### src/sv/pc_pkg.sv
package pc_pkg;

  // full-width pixel address, wide enough for any 12-bit row times 13-bit row width
  localparam int unsigned AddrFullW = 25;
  localparam int unsigned CfgIdxW   = 3;
  localparam int unsigned CfgDataW  = 13;
  localparam logic [12:0] LineWidthRst = 13'd256;
  localparam logic [7:0]  ByteFull     = 8'hFF;

  typedef enum logic [2:0] {
    ACT_CLEAR   = 3'd0,
    ACT_FILL    = 3'd1,
    ACT_BLIT    = 3'd2,
    ACT_BLEND   = 3'd3,
    ACT_STENCIL = 3'd4
  } action_e;

  typedef enum logic [1:0] {
    FMT_RGBA = 2'd0,
    FMT_RGB  = 2'd1,
    FMT_GREY = 2'd2
  } color_fmt_e;

  typedef enum logic [2:0] {
    CFG_LINE_WIDTH = 3'd0,
    CFG_FOUR_BYTE  = 3'd1,
    CFG_SWAP_RB    = 3'd2,
    CFG_COLOR_FMT  = 3'd3,
    CFG_COLOR0     = 3'd4,
    CFG_COLOR1     = 3'd5,
    CFG_COLOR2     = 3'd6,
    CFG_COLOR3     = 3'd7
  } cfg_reg_e;

  typedef enum logic [1:0] {
    ST_IDLE,
    ST_ADDR,
    ST_CALC
  } state_e;

  // word layout of the frame store: red in the low byte
  typedef struct packed {
    logic [7:0] alpha;
    logic [7:0] blue;
    logic [7:0] green;
    logic [7:0] red;
  } pix_t;

  typedef struct packed {
    logic       four_byte;
    logic       swap_rb;
    logic [1:0] color_fmt;
    logic [7:0] color0;
    logic [7:0] color1;
    logic [7:0] color2;
    logic [7:0] color3;
  } cfg_t;

  typedef struct packed {
    logic [7:0] red;
    logic [7:0] green;
    logic [7:0] blue;
    logic [7:0] alpha;
    logic       has_alpha;
    logic [7:0] coverage;
  } src_t;

endpackage

### src/sv/pc_blend_alu.sv
module pc_blend_alu (
  input  logic [2:0]    action_i,
  input  pc_pkg::cfg_t  cfg_i,
  input  pc_pkg::src_t  src_i,
  input  pc_pkg::pix_t  dst_i,
  output pc_pkg::pix_t  pix_o
);
  import pc_pkg::*;

  // (d*(255-a) + c*a) >> 8, kept to 8 bits
  function automatic logic [7:0] mix_cov(logic [7:0] d, logic [8:0] c, logic [7:0] a);
    logic [16:0] sum;
    sum = 17'(d) * 17'(ByteFull - a) + 17'(c) * 17'(a);
    return sum[15:8];
  endfunction

  // ((d*(255-a)) >> 8) + s, kept to 8 bits
  function automatic logic [7:0] blend_pm(logic [7:0] d, logic [7:0] s, logic [7:0] a);
    logic [15:0] prod;
    prod = 16'(d) * 16'(ByteFull - a);
    return prod[15:8] + s;
  endfunction

  logic [7:0] d_alpha;
  logic [7:0] col_r;
  logic [7:0] col_b;
  logic [7:0] mix_a;
  pix_t       mix_pix;
  pix_t       blend_pix;
  pix_t       new_pix;

  assign d_alpha = cfg_i.four_byte ? dst_i.alpha : 8'd0;
  assign col_r   = cfg_i.swap_rb ? cfg_i.color2 : cfg_i.color0;
  assign col_b   = cfg_i.swap_rb ? cfg_i.color0 : cfg_i.color2;

  // fill weighs by colour alpha, stencil by coverage
  assign mix_a = (action_i == ACT_STENCIL) ? src_i.coverage : cfg_i.color3;

  always_comb begin
    mix_pix.red   = mix_cov(dst_i.red,   {1'b0, col_r},        mix_a);
    mix_pix.green = mix_cov(dst_i.green, {1'b0, cfg_i.color1}, mix_a);
    mix_pix.blue  = mix_cov(dst_i.blue,  {1'b0, col_b},        mix_a);
    mix_pix.alpha = mix_cov(d_alpha,     9'h100,               mix_a);

    blend_pix.red   = blend_pm(dst_i.red,   src_i.red,   src_i.alpha);
    blend_pix.green = blend_pm(dst_i.green, src_i.green, src_i.alpha);
    blend_pix.blue  = blend_pm(dst_i.blue,  src_i.blue,  src_i.alpha);
    blend_pix.alpha = blend_pm(d_alpha,     src_i.alpha, src_i.alpha);
  end

  always_comb begin
    new_pix = '0;
    unique case (action_i)
      ACT_CLEAR: begin
        new_pix = '0;
      end
      ACT_FILL: begin
        unique case (cfg_i.color_fmt)
          FMT_RGBA: new_pix = mix_pix;
          FMT_RGB:  new_pix = '{alpha: ByteFull, blue: col_b, green: cfg_i.color1, red: col_r};
          default:  new_pix = '{alpha: ByteFull, blue: cfg_i.color0,
                                green: cfg_i.color0, red: cfg_i.color0};
        endcase
      end
      ACT_BLIT: begin
        new_pix = '{alpha: ByteFull, blue: src_i.blue, green: src_i.green, red: src_i.red};
      end
      ACT_BLEND: begin
        if (src_i.has_alpha) begin
          new_pix = blend_pix;
        end else begin
          new_pix = '{alpha: ByteFull, blue: src_i.blue, green: src_i.green, red: src_i.red};
        end
      end
      ACT_STENCIL: begin
        new_pix = mix_pix;
      end
      default: begin
        new_pix = '0;
      end
    endcase
    if (!cfg_i.four_byte) begin
      new_pix.alpha = 8'd0;
    end
  end

  assign pix_o = new_pix;

endmodule

### config.mk
export PLATFORM = sky130hd
export DESIGN_NAME = pc_blend_alu
export DESIGN_NICKNAME = d
export VERILOG_FILES = /design/src/sv/pc_pkg.sv /design/src/sv/pc_blend_alu.sv
export SDC_FILE = /design/constraint.sdc
export NUM_CORES = 2
export LEC_CHECK = 0
export BUFFER_PORTS_ARGS = -buffer_cell sky130_fd_sc_hd__buf_2
export CORE_MARGIN = 3
export CORE_UTILIZATION = 50
export DETAILED_ROUTE_END_ITERATION = 7
export PLACE_DENSITY = 0.67
export SYNTH_ARGS = -nofsm -noshare
export SYNTH_HDL_FRONTEND = slang
export SYNTH_SLANG_ARGS = --single-unit
export TNS_END_PERCENT = 10
### constraint.sdc
create_clock -name vclk -period 11.3
set_clock_uncertainty 0.1 [all_clocks]
set_input_delay 2.26 -clock vclk [all_inputs]
set_output_delay 2.26 -clock vclk [all_outputs]
set_load 0.02 [all_outputs]
# Word level (Yosys, flattened, before mapping)
# Index checks and enable logic that the tools add are counted.
[word_totals]
reg_bits = 0
latchBits = 0
mem_bits_rw = 0
rom_bits = 0
inputBits = 112
output_inout_bits = 32
wordCells = 35
memories = 0
[classes]
add_sub_neg = 10
multipliers = 11
div_mod_pow = 0
magnitude_cmp = 0
eq_ne = 5
n_shift = 0
mux = 8
n_bitwise = 0
n_reduce_logical = 1
[op_table]
columns = ["cell", "count"]
rows = [
  ["32-bit case mux with 4 select lines", 1],
  ["16-bit adder", 4],
  ["32-bit case mux with 2 select lines", 1],
  ["8-bit by 17-bit multiplier with 16-bit output", 3],
  ["8-bit by 16-bit multiplier with 16-bit output", 3],
  ["8-bit by 8-bit multiplier with 16-bit output", 3],
  ["8-bit 2-to-1 mux", 5],
  ["8-bit adder", 4],
  ["9-bit by 9-bit multiplier with 16-bit output", 2],
  ["32-bit 2-to-1 mux", 1],
  ["8-bit by 8-bit subtractor with 9-bit output, first input constant", 2],
  ["3-bit by 2-bit == test with 1-bit output, second input constant", 2],
  ["3-bit by 1-bit == test with 1-bit output, second input constant", 1],
  ["3-bit == test, second input constant", 1],
  ["2-bit by 1-bit == test with 1-bit output, second input constant", 1],
  ["2-bit zero test", 1],
]

# Depth between registers and ports, before layout
[logic_depth]
depth_word = 8
depth_mapped = 30
mapped_depth_nobuf = 27

# Worst setup path after synthesis
# Ideal clock, no wire load.
[synth_path]
kind = "input to output"
from = "in action_i[1]"
to = "out pix_o[6] (netlist name)"
t_arrival_ns = 8.811
required_time_ns = 8.940
path_slack_ns = 0.129
path_stages = 23
n_path_buf = 4
path_cell_list = "clkbuf_2 nor3b_4 buf_2 mux2i_1 clkbuf_1 clkbuf_1 nand2_1 fa_1 fa_1 fa_1 inv_1 fa_1 fa_1 fa_1 ha_1 a21oi_1 o21ai_0 a2111oi_0 nor3_1 a41oi_1 a21boi_0 xor2_1 a221o_1"
[synth_lines]
columns = ["item", "line_no", "rtl"]
rows = [
  ["start, declared", "pc_blend_alu.sv:2", "input logic [2:0] action_i,"],
  ["end, declared", "pc_blend_alu.sv:6", "output pc_pkg::pix_t pix_o"],
]

==> reports/metrics.cfg <==
[timing]
tightest_slew_ns=1.297
period_share=0.9877
setup_viol=0
hold_viol_final=0
slew_headroom=0.1260
rsz0062_at_grt=yes
fmax_ghz=0.08959
slew_viol_final=0
whs_ns=4.842
setup_ws_ns=0.1385
period_needed_ns=11.16

[critical_path]
arrival_ns=8.80
crit_path_top_delay_cell=fa_1
cpPeakStageDelay_ns=0.53
worst_path_most_repeated_cell=fa_1
startpoint_type=primary input
crit_path_end_kind=output port
crit_fanout=7
setup.worst_path.class=primary input to output port
cp_data_required_time_ns=8.94

[power_and_ir_drop]
pwr-share-comb=1.000
switching_share=0.5625
p_leak_nw=14.78
power_frac_seq=0
p_per_area_nw_per_um2=270.8
ir_drop_uv=505.6
power.total_mw=7.448
intPower_mw=3.259
clock_power_share=0
switching_power_mw=4.190

[yosys]
syn_nets=3979
syn_inst=3017
ys_types=70
ys_seq_area_frac=0
ys_top_cells_by_count=inv_1 (703), fa_1 (473), ha_1 (377)
synthTopCellsByArea=fa_1 (38%), ha_1 (19%), inv_1 (11%)
synth_top_area_frac=0.3786
synth_area_um2=25010
syn_avg_cell_area_um2=8.289
synth_top_area_cell=fa_1
synth_warnings=0
yosysMostFrequentCell=inv_1

[route]
drtAntennaViolNets=0
vias=20681
wl_um=72230
drc_errors=0
vias_per_cell=5.388
drt_iter0_drc=1232
firstDrtPassIters=5
drt-wirelength-per-cell_um=18.82

[final_layout]
ff_latch_area_um2=0
flops_and_latches=0
syn2layout_area_growth_pct=9.996
drive_gt1_frac=0.1191
n_fill_cell=4549
n_clock_buffer=0
num-nets-final=4137

[die]
die_x_um=229.6
rows=81
initial_core_util=0.5088
coreArea_um2=49150
num_io_pins=144
die_y_um=229.6
design.die.area_um2=52740

[placed_design]
dp_hpwl_um=61220
pre_cts_ws_ns=-0.09177
io_buffers=144
gp_congestion=0.9762

[global_routing]
antenna_found_initial=3
grt_pass1_vias=22535
grt.total_usage=0.2794
gr-total-overflow=0
grt_pass1_wl_um=117600
grt_max_degree=30

[hold_path]
hp-class=primary input to output port

[status]
status=complete, no violations

[flow_run]
drv_cap=0

==> final timing paths <==
kind,from,endpoint,cells past startpoint,slack (ns)
worst min-delay path,src_i[40],pix_o[7],4,4.84
worst max-delay path,action_i[1],pix_o[15],26,0.14
==> kinds of logic (layout without fill, tap and decap cells) <==
| logic type | Yosys count | after routing | synth area share |
|---|---|---|---|
| adders and majority gates | 850 | 850 | 0.5672 |
| xor gates and xnor gates | 91 | 91 | 0.03187 |
| buffers and inverters | 831 | 987 | 0.1250 |
| other | 0 | 1 | 0 |
| muxes | 36 | 36 | 0.01471 |
| and+or+nand+nor | 954 | 954 | 0.1936 |
| AOI/OAI and AO/OA | 255 | 255 | 0.06764 |
==> cell type report <==
class / instances / area, um2 / share of cell area
diodes: 1 / 2.502 / 0.00009097
inverters: 704 / 2646 / 0.09620
multi-input cells: 2186 / 22110 / 0.8036
well taps: 664 / 830.8 / 0.03020
repair buffers: 283 / 1923 / 0.06991
==> per-stage QoR <==
stage	util	area, um2	TNS (ns)	cells
2_1_floorplan	-	25010	0	3017
3_3_place_gp	0.5513	27100	0	3820
3_5_place_dp	0.5513	27100	-0.1969	3820
4_1_cts	0.5524	27150	0	3824
5_1_grt	0.5597	27510	-0.1107	3838
6_report	0.5597	27510	0	3838
==> routing by layer <==
layer / vias to the layer above / global-route usage / part of all wire
met1: 10435 / 0.3550 / 0.40
li1: 9442 / - / -
met5: - / 0 / 0.00073
met4: 8 / 0.09216 / 0.040
met2: 664 / 0.4947 / 0.50
met3: 132 / 0.03284 / 0.063
==> power groups by stage <==
stage / Clock, mW / Sequential (mW) / Combinational [mW]
after floorplan: 0 / 0 / 4.92
after global placement: 0 / 0 / 6.66
after detailed placement: 0 / 0 / 6.89
after CTS: 0 / 0 / 6.99
after global routing: 0.0000000118 / 0 / 8.37
final: 0.0000000118 / 0 / 7.45
==> cell usage in the layout (no fill, tap or decap), types with 4 or more instances in the layout <==
master / instances
inv_1: 698
o21bai_1: 9
nand3_1: 38
ha_1: 373
nor3_1: 23
nand4_1: 7
a21oi_1: 71
buf_12: 8
or2_2: 36
o21a_1: 20
nor2_1: 244
or3b_2: 4
buf_4: 123
o221ai_1: 14
nand2_1: 189
mux2i_4: 4
and3_1: 8
nand2_2: 5
a221o_1: 4
buf_6: 9
o21ai_0: 56
xor2_1: 24
nor2b_1: 106
a21o_1: 19
fa_1: 472
nand2b_1: 118
o22ai_1: 4
ha_4: 4
xnor2_1: 67
buf_2: 139
and2_1: 154
a22oi_1: 9
mux2i_1: 26
inv_2: 5
mux2_2: 6
==> worst max-delay path, delay by kind of cell <==
kind / cells / cell delay (ns)
AO/OA/AOI/OAI: 6 / 1.27
XOR/XNOR: 1 / 0.11
adder cells (fa/ha/maj): 7 / 3.11
buffers and inverters: 8 / 0.79
multiplexers: 1 / 0.31
AND/OR/NAND/NOR: 3 / 0.94
==> what timing repair did <==
item	CTS	global route
hold buffers	0	0
pin swaps	1	21
gates resized for setup	8	56
buffers inserted	4	13
hold endpoints to repair	0	0
endpoints found under the setup margin	3	14
(Power assumes the default switching activity.)
